<file path="src/rtl/plp_pkg.sv">
`default_nettype none

package plp_pkg;

	// Default widths of the internal value and polygon counters
	localparam int COORD_BITS_DEF      = 16;
	localparam int POLY_INDEX_BITS_DEF = 16;

	// Character codes
	localparam logic [7:0] LINE_END   = 8'd10;
	localparam logic [7:0] SPACE_CHAR = 8'd32;
	localparam logic [7:0] DIGIT_ZERO = 8'd48;
	localparam logic [7:0] DIGIT_ONE  = 8'd49;
	localparam logic [7:0] DIGIT_NINE = 8'd57;

	// Column positions within a line
	localparam logic [3:0] OPEN_COLUMN  = 4'd7;
	localparam logic [3:0] VALUE_COLUMN = 4'd9;
	localparam logic [3:0] COLUMN_LIMIT = 4'd10;

	// One point as it leaves the parser core
	typedef struct packed {
		logic [15:0] polygon_index;
		logic [15:0] x;
		logic [15:0] y;
		logic        new_polygon;
	} point_t;

endpackage

`default_nettype wire

</file>
<file path="src/rtl/polygon_text_point_parser.sv">
// Polygon text point parser.
// Input channel: in_valid/in_ready carries one text byte per transaction;
// byte 10 ends a line. Data rows (space in column 0, digit in column 9)
// give decimal values from column 9 on, paired as x,y into points.
// Output channel: out_valid/out_ready carries one point per transaction:
// polygon_index, x, y and new_polygon (first point of an opening row).
// A point is registered and appears on the output in the cycle after the
// byte that completes it (the terminating space or newline) is accepted.
// Throughput: one byte per cycle while no point is stalled in the output
// register. The parser state updates from each accepted byte and the point
// is caught in one output register.
// Stalls: while a point waits in the output register with out_ready low,
// in_ready is low; it rises in the cycle the point is taken, so a byte can
// be accepted in the same cycle the previous point leaves.
// Bytes that produce no point never occupy the output register.
// Reset (arst_n low, asynchronous) clears all line and polygon state and
// empties the output register; polygon numbering restarts from zero.
`default_nettype none

module polygon_text_point_parser #(
	parameter int COORD_BITS      = plp_pkg::COORD_BITS_DEF,
	parameter int POLY_INDEX_BITS = plp_pkg::POLY_INDEX_BITS_DEF
) (
	input  wire logic        clk,
	input  wire logic        arst_n,
	input  wire logic        in_valid,
	output logic             in_ready,
	input  wire logic [7:0]  text_byte,
	output logic             out_valid,
	input  wire logic        out_ready,
	output logic [15:0]      polygon_index,
	output logic signed [15:0] x,
	output logic signed [15:0] y,
	output logic             new_polygon
);

	logic            step;
	logic            emit;
	plp_pkg::point_t point;
	plp_pkg::point_t point_q;
	logic            out_valid_q;

	// Accept when the output register is free or being drained
	assign in_ready = !out_valid_q || out_ready;
	assign step     = in_valid && in_ready;

	plp_core #(
		.COORD_BITS      (COORD_BITS),
		.POLY_INDEX_BITS (POLY_INDEX_BITS)
	) u_core (
		.clk       (clk),
		.arst_n    (arst_n),
		.step      (step),
		.text_byte (text_byte),
		.point     (point),
		.emit      (emit)
	);

	// Output register valid flag
	always_ff @(posedge clk or negedge arst_n) begin
		if (!arst_n) begin
			out_valid_q <= 1'b0;
		end else if (in_ready) begin
			out_valid_q <= step && emit;
		end
	end

	// Output register payload
	always_ff @(posedge clk) begin
		if (step && emit) begin
			point_q <= point;
		end
	end

	assign out_valid     = out_valid_q;
	assign polygon_index = point_q.polygon_index;
	assign x             = point_q.x;
	assign y             = point_q.y;
	assign new_polygon   = point_q.new_polygon;

	// No new byte is taken while a point is stuck in the output register
	a_no_overrun: assert property (@(posedge clk) disable iff (!arst_n)
		(out_valid_q && !out_ready) |-> !step)
		else $error("byte accepted over a stalled point");

	// A produced point shows up on the output in the next cycle
	a_emit_lands: assert property (@(posedge clk) disable iff (!arst_n)
		(step && emit) |=> out_valid_q)
		else $error("point lost");

	// Output empties after a transaction unless refilled
	a_drain: assert property (@(posedge clk) disable iff (!arst_n)
		(out_valid_q && out_ready && !(step && emit)) |=> !out_valid_q)
		else $error("point repeated");

endmodule

`default_nettype wire

</file>
<file path="src/rtl/plp_core.sv">
`default_nettype none

module plp_core #(
	parameter int COORD_BITS      = plp_pkg::COORD_BITS_DEF,
	parameter int POLY_INDEX_BITS = plp_pkg::POLY_INDEX_BITS_DEF
) (
	input  wire logic           clk,
	input  wire logic           arst_n,
	input  wire logic           step,
	input  wire logic [7:0]     text_byte,
	output plp_pkg::point_t     point,
	output logic                emit
);

	// Line and value state
	logic [3:0]                 col_q;
	logic                       lead_q;
	logic                       data_q;
	logic                       open_row_q;
	logic [COORD_BITS-1:0]      accum_q;
	logic                       digit_q;
	logic [COORD_BITS-1:0]      held_x_q;
	logic                       x_wait_q;
	logic [POLY_INDEX_BITS-1:0] cur_poly_q;
	logic                       poly_open_q;
	logic                       first_q;

	logic                       is_digit, is_space, is_nl;
	logic                       lead_nx, open_row_nx, data_now;
	logic                       start_poly, poly_open_now, first_now;
	logic                       in_vals, finish, store_x;
	logic [POLY_INDEX_BITS-1:0] poly_now;
	logic [COORD_BITS-1:0]      accum_digit;
	logic [COORD_BITS+15:0]     x_ext, y_ext;
	logic [POLY_INDEX_BITS+15:0] poly_ext;

	// Byte classification
	assign is_digit = (text_byte >= plp_pkg::DIGIT_ZERO) && (text_byte <= plp_pkg::DIGIT_NINE);
	assign is_space = (text_byte == plp_pkg::SPACE_CHAR);
	assign is_nl    = (text_byte == plp_pkg::LINE_END);

	// Row qualification for the current byte
	assign lead_nx     = (col_q == 4'd0) ? is_space : lead_q;
	assign open_row_nx = (col_q == plp_pkg::OPEN_COLUMN) ? (text_byte == plp_pkg::DIGIT_ONE)
	                                                     : open_row_q;
	assign data_now    = (col_q == plp_pkg::VALUE_COLUMN) ? (lead_q && is_digit) : data_q;
	assign start_poly  = !is_nl && (col_q == plp_pkg::VALUE_COLUMN) && data_now && open_row_q;

	// Polygon numbering
	always_comb begin
		poly_now = cur_poly_q;
		if (start_poly) begin
			poly_now = poly_open_q ? cur_poly_q + POLY_INDEX_BITS'(1) : '0;
		end
	end
	assign poly_open_now = poly_open_q || start_poly;
	assign first_now     = first_q || start_poly;

	// Value termination and pairing
	assign in_vals = !is_nl && (col_q >= plp_pkg::VALUE_COLUMN) && data_now;
	assign finish  = is_nl ? (data_q && digit_q) : (in_vals && is_space);
	assign emit    = finish && poly_open_now && x_wait_q;
	assign store_x = finish && poly_open_now && !x_wait_q;

	// accum * 10 + digit, wrapping at COORD_BITS
	assign accum_digit = (accum_q << 3) + (accum_q << 1)
	                   + {{(COORD_BITS-4){1'b0}}, text_byte[3:0]};

	// Point fields cut or extended to 16 bits
	assign x_ext    = {16'b0, held_x_q};
	assign y_ext    = {16'b0, accum_q};
	assign poly_ext = {16'b0, poly_now};
	assign point.polygon_index = poly_ext[15:0];
	assign point.x             = x_ext[15:0];
	assign point.y             = y_ext[15:0];
	assign point.new_polygon   = first_now;

	// State update on each accepted byte
	always_ff @(posedge clk or negedge arst_n) begin
		if (!arst_n) begin
			col_q       <= '0;
			lead_q      <= 1'b0;
			data_q      <= 1'b0;
			open_row_q  <= 1'b0;
			accum_q     <= '0;
			digit_q     <= 1'b0;
			held_x_q    <= '0;
			x_wait_q    <= 1'b0;
			cur_poly_q  <= '0;
			poly_open_q <= 1'b0;
			first_q     <= 1'b0;
		end else if (step) begin
			if (is_nl) begin
				col_q      <= '0;
				lead_q     <= 1'b0;
				data_q     <= 1'b0;
				open_row_q <= 1'b0;
				accum_q    <= '0;
				digit_q    <= 1'b0;
				x_wait_q   <= 1'b0;
				first_q    <= 1'b0;
			end else begin
				if (col_q < plp_pkg::COLUMN_LIMIT) begin
					col_q <= col_q + 4'd1;
				end
				lead_q      <= lead_nx;
				open_row_q  <= open_row_nx;
				data_q      <= data_now;
				cur_poly_q  <= poly_now;
				poly_open_q <= poly_open_now;
				// first flag drops once the row's first point leaves
				first_q     <= first_now && !emit;
				if (in_vals && is_digit) begin
					accum_q <= accum_digit;
					digit_q <= 1'b1;
				end else if (finish) begin
					accum_q <= '0;
					digit_q <= 1'b0;
					if (emit) begin
						x_wait_q <= 1'b0;
					end else if (store_x) begin
						held_x_q <= accum_q;
						x_wait_q <= 1'b1;
					end
				end
			end
		end
	end

	// Column counter saturates at the limit
	a_col_range: assert property (@(posedge clk) disable iff (!arst_n)
		col_q <= plp_pkg::COLUMN_LIMIT)
		else $error("column counter past limit");

	// A point needs a held x and an open polygon
	a_emit_ctx: assert property (@(posedge clk) disable iff (!arst_n)
		emit |-> (x_wait_q && poly_open_now))
		else $error("point without x or polygon");

	// Newline clears the per-line state
	a_nl_clear: assert property (@(posedge clk) disable iff (!arst_n)
		(step && is_nl) |=> (col_q == 4'd0 && !data_q && !x_wait_q && !digit_q))
		else $error("line state not cleared");

	// Once a polygon is open it stays open
	a_poly_sticky: assert property (@(posedge clk) disable iff (!arst_n)
		poly_open_q |=> poly_open_q)
		else $error("polygon open flag dropped");

	// A held x never exists outside a polygon
	a_x_in_poly: assert property (@(posedge clk) disable iff (!arst_n)
		x_wait_q |-> poly_open_q)
		else $error("x held without polygon");

endmodule

`default_nettype wire

</file>
<file path="config.mk">
export PLATFORM = sky130hd
export DESIGN_NAME = polygon_text_point_parser
export DESIGN_NICKNAME = d
export VERILOG_FILES = /design/src/rtl/plp_pkg.sv /design/src/rtl/polygon_text_point_parser.sv /design/src/rtl/plp_core.sv
export SDC_FILE = /design/constraint.sdc
export NUM_CORES = 1
export LEC_CHECK = 0
export ABC_AREA = 1
export BUFFER_PORTS_ARGS = -buffer_cell sky130_fd_sc_hd__buf_2
export CORE_ASPECT_RATIO = 1.1
export CORE_MARGIN = 1
export CORE_UTILIZATION = 45
export DETAILED_ROUTE_END_ITERATION = 7
export GPL_TIMING_DRIVEN = 0
export MAX_ROUTING_LAYER = met4
export RECOVER_POWER = 25
export SKIP_LAST_GASP = 1
export SYNTH_ARGS = -nofsm -noshare
export SYNTH_HDL_FRONTEND = slang
export SYNTH_SLANG_ARGS = --single-unit
</file>
<file path="constraint.sdc">
create_clock -name clk -period 5.35 [get_ports clk]
set_input_delay 1.605 -clock clk [delete_from_list [all_inputs] [get_ports clk]]
set_output_delay 1.605 -clock clk [all_outputs]
set_load 0.02 [all_outputs]
</file>
After elaboration in Yosys (flattened, before gate mapping)
Cells that the tools add are included.
{"block": "totals", "out_inout_bits": 51, "regBits": 109}
{"block": "op_classes", "n_reduce_logical": 37, "addsub": 4, "magnitude_cmp": 4, "bitwise": 3, "n_eq_ne": 6, "mux": 23}
{"operator": "$mux 16", "n": 5}
{"operator": "$add 16x1->16 const B", "n": 1}
{"operator": "$add 16x16->16", "n": 1}
{"operator": "$add 16x4->16", "n": 1}
{"operator": "$eq 8x6->1 const B", "n": 2}
{"operator": "$logic_and 1x1->1", "n": 16}
{"operator": "$mux 1", "n": 16}
{"operator": "$reduce_and 2->1", "n": 5}
{"operator": "$eq 8x4->1 const B", "n": 1}
{"operator": "$ge 8x6->1 const B", "n": 1}
{"operator": "$le 8x6->1 const B", "n": 1}
{"operator": "$mux 4", "n": 2}
{"operator": "$reduce_bool 2->1", "n": 4}
{"operator": "$reduce_and 6->1", "n": 1}
{"operator": "$reduce_bool 3->1", "n": 2}
{"operator": "$add 4x1->4 const B", "n": 1}
{"operator": "$eq 4x3->1 const B", "n": 1}
{"operator": "$eq 4x4->1 const B", "n": 1}
{"operator": "$ge 4x4->1 const B", "n": 1}
{"operator": "$logic_not 1->1", "n": 4}
{"operator": "$logic_not 4->1", "n": 1}
{"operator": "$lt 4x4->1 const B", "n": 1}
{"operator": "$reduce_and 4->1", "n": 1}
{"operator": "$logic_or 1x1->1", "n": 3}
{"operator": "2 further kinds", "n": 4}

Depth between registers and ports, before layout
{"block": "logic_depth", "word_depth": 14, "ltp_mapped": 15, "mapped_depth_nobuf": 14}

Modules after synthesis
Synthesis repeated with hierarchy kept, for this count alone.
{"block": "hier_totals", "cells_unflattened": 566, "hier_area_um2": 5579.1}
{"mod": "plp_core", "instances": 1, "cells_each": 508, "area_per_inst_um2": 4043.9}
{"mod": "polygon_text_point_parser", "instances": 1, "cells_each": 58, "area_per_inst_um2": 1535.2}

Worst setup path before layout
No wires, ideal clock.
{"block": "synth_path", "path_type": "input port to flip-flop", "start": "input text_byte[2]", "end": "register point_q, in the netlist new_polygon, enable pin", "cell_stages": 14, "t_required_ns": 4.894, "arrival_time_ns": 4.705, "path_buffers": 1, "setup_ns": 0.456, "setup_slack_ns": 0.189, "cell_sequence": "inv_2 nand2_1 inv_1 nand3_2 nand2_1 nand3_2 nand2_4 nand3_4 nand2_1 nand2_2 buf_6 inv_2 nand2_1 nor2_1"}
{"block": "synth_between", "elab_chain_cells": 10, "word_cells_on_any_way": 19, "classes_between": "order compare (2); eq/ne (2); mux (2); reduce/logical (13)"}
{"element": "start: declaration", "line_no": "polygon_text_point_parser.sv:28", "text": "input wire logic [7:0] text_byte,"}
{"element": "$ge 8x6->1 or $le 8x6->1 (tied branches)", "line_no": "plp_core.sv:38", "text": "assign is_digit = (text_byte >= plp_pkg::DIGIT_ZERO) && (text_byte <= plp_pkg::DIGIT_NINE);"}
{"element": "$logic_and 1x1->1", "line_no": "plp_core.sv:38"}
{"element": "$logic_and 1x1->1", "line_no": "plp_core.sv:46", "text": "assign data_now = (col_q == plp_pkg::VALUE_COLUMN) ? (lead_q && is_digit) : data_q;"}
{"element": "$mux 1", "line_no": "plp_core.sv:46"}
{"element": "$logic_and 1x1->1 (on tied branches)", "line_no": "plp_core.sv:60, plp_core.sv:47"}
{"element": "$logic_and 1x1->1 (on tied branches)", "line_no": "plp_core.sv:61, plp_core.sv:47"}
{"element": "$mux 1 or $logic_or 1x1->1 (tied branches)", "line_no": "plp_core.sv:61, plp_core.sv:56"}
{"element": "$logic_and 1x1->1 (*) (2 in series)", "line_no": "plp_core.sv:62", "text": "assign emit = finish && poly_open_now && x_wait_q;"}
{"element": "$logic_and 1x1->1 (*)", "line_no": "polygon_text_point_parser.sv:70", "text": "if (step && emit) begin"}
{"element": "end signal: assignment", "line_no": "polygon_text_point_parser.sv:71", "text": "point_q <= point;"}
{"element": "end: declaration", "line_no": "polygon_text_point_parser.sv:40", "text": "plp_pkg::point_t point_q;"}
Mark *: on every way between the ends. The rest lies on a longest branch, timed or not.
A chain may end at the register's enable or synchronous reset.

Final worst setup path
{"block": "layout_path", "start": "input text_byte[2]", "end": "register point_q, in the netlist x[12], enable pin"}
Same word-level chain as after synthesis.

==> flow_summary.toml <==
[logic_synthesis]
synth_edf_count = 49
synth_area_leaders = "dfrtp_1, edfxtp_1, nand2_1"
yosys.cell_count.top_type = "nand2_1"
netlist.area_leader.share = 0.274
ys.flop_type = "dfrtp_1"
synth_cell_types = 46
synth_common_cells = "nand2_1, dfrtp_1, edfxtp_1"
synth_seq_cells = 109
syn-cell-area_um2 = 5480
async_reset_ff_frac = 0.550
yosysWarnings = 0
synth_area_per_cell_um2 = 9.83
synth_fp_nets = 602
seq_area_frac_synth = 0.542
synthCells = 558
synth_top_area_cell = "dfrtp_1"

[critical_path]
slowest_stage = "nor2_4"
startpoint_type = "primary input"
critPathRequiredTime_ps = 5400
worst_r2r_path_depth = 13
cp.arrival_ps = 3830
worst_path_largest_cell_delay_ps = 600
crit_start = "text_byte[2]"
crit_family = "simple AND/OR/NAND/NOR gates"
end_kind = "flip-flop"
critPathMaxFanout = 27
path_buf_inv = 6
path_cells = "buf_2, inv_2, nand2_1, inv_1, nand3_2, nand2_1, nand3_2, nand2_4, nand3_4, nand2_1, nand2_2, buf_6, inv_2, nand2_1, nor2_4, buf_12"
timing.rr.end = "x[12]"
worstSetupPathType = "primary input to flip-flop"
r2r_slack_ps = 2420
r2r-start = "u_core.col_q[0]"
worst_path_most_repeated_cell = "nand2_1"

[timing]
slew-limit-headroom = 0.468
rsz0062_at_grt = "false"
clock_skew_ps = 7.44
fmax_mhz = 265
tightestPinTransition_ps = 798
setup_viol = 0
finalHoldViolCount = 0
min_period_over_period = 0.705
fin_ws_ps = 1580
period_needed_ps = 3770
slew_viol_final = 0

[finish]
n_antenna_cell = 0
drive_gt1_frac = 0.184
finalNetCount = 676
design_area_um2 = 6300
area_growth_pct = 14.9
fill_cells = 1083

[power_and_ir_drop]
irDropWorstVdd_mv = 0.203
power_density_nw_per_um2 = 344
pwr-share-comb = 0.217
pwr-share-seq = 0.478
p_sw_frac = 0.311
pwr-share-clk = 0.306
p_int_mw = 1.50
p_sw_mw = 0.674
leakage_nw = 3.01

[floorplan]
core_area_um2 = 11600
start_util = 0.471
ios = 63
die_w_um = 107
die_h_um = 118
die_area_um2 = 12600
rows = 41

[clock_tree]
hold_buffers = 0
ctsResizeCount = 0
cts.clk_slew.worst_paths_ps = 70
cts.sinks = 109
cts_made_buffers = 9
htreeDepth = 3
clockRootBuffer = "clkbuf_16"
clockBufferDepth = 2
cts_tree = "yes"
insertion_delay_ps = 360
post_cts_buffers = 0

[drt]
wl_per_cell_um = 14.8
drtAntennaViolNets = 0
first_iter_violations = 192
vias_per_cell = 5.14
first_pass_iters = 4
route.detailed.drc = 0
wl_mm = 11.6
vias = 4043

[place]
dpl_cell_area_um2 = 6010
io_buffers = 62
place_hpwl_mm = 8.45
gp_congestion = 0.904
place_ws_ps = 1170

[worst_hold_path]
hold_depth = 0
min_to = "x[3]"
hold_start = "u_core.held_x_q[3]"
hp-class = "flip-flop to flip-flop"

[global_routing]
grt_pass1_vias = 3990
busiest_layer = "met2"
grt_use_met1 = 0.275
use_met3 = 0.0365
grt_pass1_wl_mm = 19.4
track_usage = 0.206
antenna_found_initial = 0
grt_start_max_net_pins = 61
use_met2 = 0.315
overflow = 0

[run]
max_cap_violations = 0

[run_status]
outcome = "completed"
==> cells by family after synthesis <==
| logic type | Yosys count | synth area share |
|---|---|---|
| DFF | 109 | 0.542 |
| and+or+nand+nor | 266 | 0.217 |
| xor gates and xnor gates | 22 | 0.0351 |
| AOI/OAI and AO/OA | 78 | 0.0885 |
| muxes | 1 | 0.00205 |
| adders and majority gates | 32 | 0.0757 |
| buffers and inverters | 50 | 0.0395 |
==> state kept, by name (all words and copies together), names as in the netlist <==
name and cells:
x 16, y 16, u_core.open_row_q 1, u_core.accum_q 16, u_core.held_x_q 16, u_core.digit_q 1, u_core.x_wait_q 1, u_core.col_q 4
u_core.lead_q 1, out_valid 1, new_polygon 1, polygon_index 16, u_core.cur_poly_q 16, u_core.poly_open_q 1, u_core.first_q 1, u_core.data_q 1
==> worst reg2reg max path, delay by kind of cell (launching register included) <==
kind / cells / cell delay, ps
adder cells (fa/ha/maj): 1 / 220
AO/OA/AOI/OAI: 1 / 70
buffers and inverters: 4 / 570
flip-flops: 1 / 410
AND/OR/NAND/NOR: 7 / 1350
==> per-stage QoR <==
| stage | utilization | TNS [ps] | cells | power [mW] | hold WS, ps |
|---|---|---|---|---|---|
| after floorplan | - | 0 | 558 | 1.39 | 422 |
| after global placement | 0.514 | -56350 | 770 | 1.51 | 429 |
| after detailed placement | 0.516 | 0 | 771 | 1.52 | 435 |
| after CTS | 0.541 | 0 | 787 | 2.19 | 454 |
| after global routing | 0.541 | 0 | 787 | 2.30 | 468 |
| final | 0.541 | 0 | 787 | 2.17 | 450 |
==> layout by cell type, fill, tap and decap left out, drive strengths merged, types with 2 or more instances in the layout <==
master,count
clkbuf,16
edfxtp,49
inv,37
a21boi,2
o31ai,15
a21oi,19
clkinv,3
nand4,11
xor2,13
or2,2
o21ai,35
nand2,181
nor3,9
dfrtp,60
buf,71
nor2,28
xnor2,9
ha,30
nand3,30
fa,2
a31oi,3
nand3b,3
==> power by group through the flow <==
stage | sequential (mW) | clock (mW) | combinational, mW
2_1_floorplan | 1.03 | 0 | 0.368
3_3_place_gp | 1.05 | 0 | 0.458
3_5_place_dp | 1.05 | 0 | 0.469
4_1_cts | 1.04 | 0.681 | 0.472
5_1_grt | 1.05 | 0.708 | 0.543
6_report | 1.04 | 0.663 | 0.471
==> metal layers <==
metal	vias up	share of wire
met5	-	0
met4	0	0.018
met3	14	0.038
met2	75	0.47
met1	1913	0.47
li1	2041	-
==> cell type report <==
| class | count | area, um^2 | share of cell area |
|---|---|---|---|
| Timing Repair Buffer | 63 | 333 | 0.0528 |
| Tap cell | 150 | 188 | 0.0298 |
| Inverter | 36 | 135 | 0.0214 |
| Buffer | 14 | 81.3 | 0.0129 |
| Sequential cell | 109 | 2970 | 0.472 |
| Multi-Input combinational cell | 399 | 2300 | 0.365 |
| Clock buffer | 10 | 229 | 0.0363 |
| Clock inverter | 6 | 61.3 | 0.00973 |
==> how the worst max path moves through the flow <==
stage	endpoint	cells after the start	slack, ps
3_5_place_dp	x[13]	16	1170
4_1_cts	x[12]	16	1530
3_3_place_gp	x[14]	15	-1150
2_1_floorplan	new_polygon	14	190
6_report	x[12]	16	1580
5_1_grt	x[12]	16	1320
(Power assumes the default switching activity.)
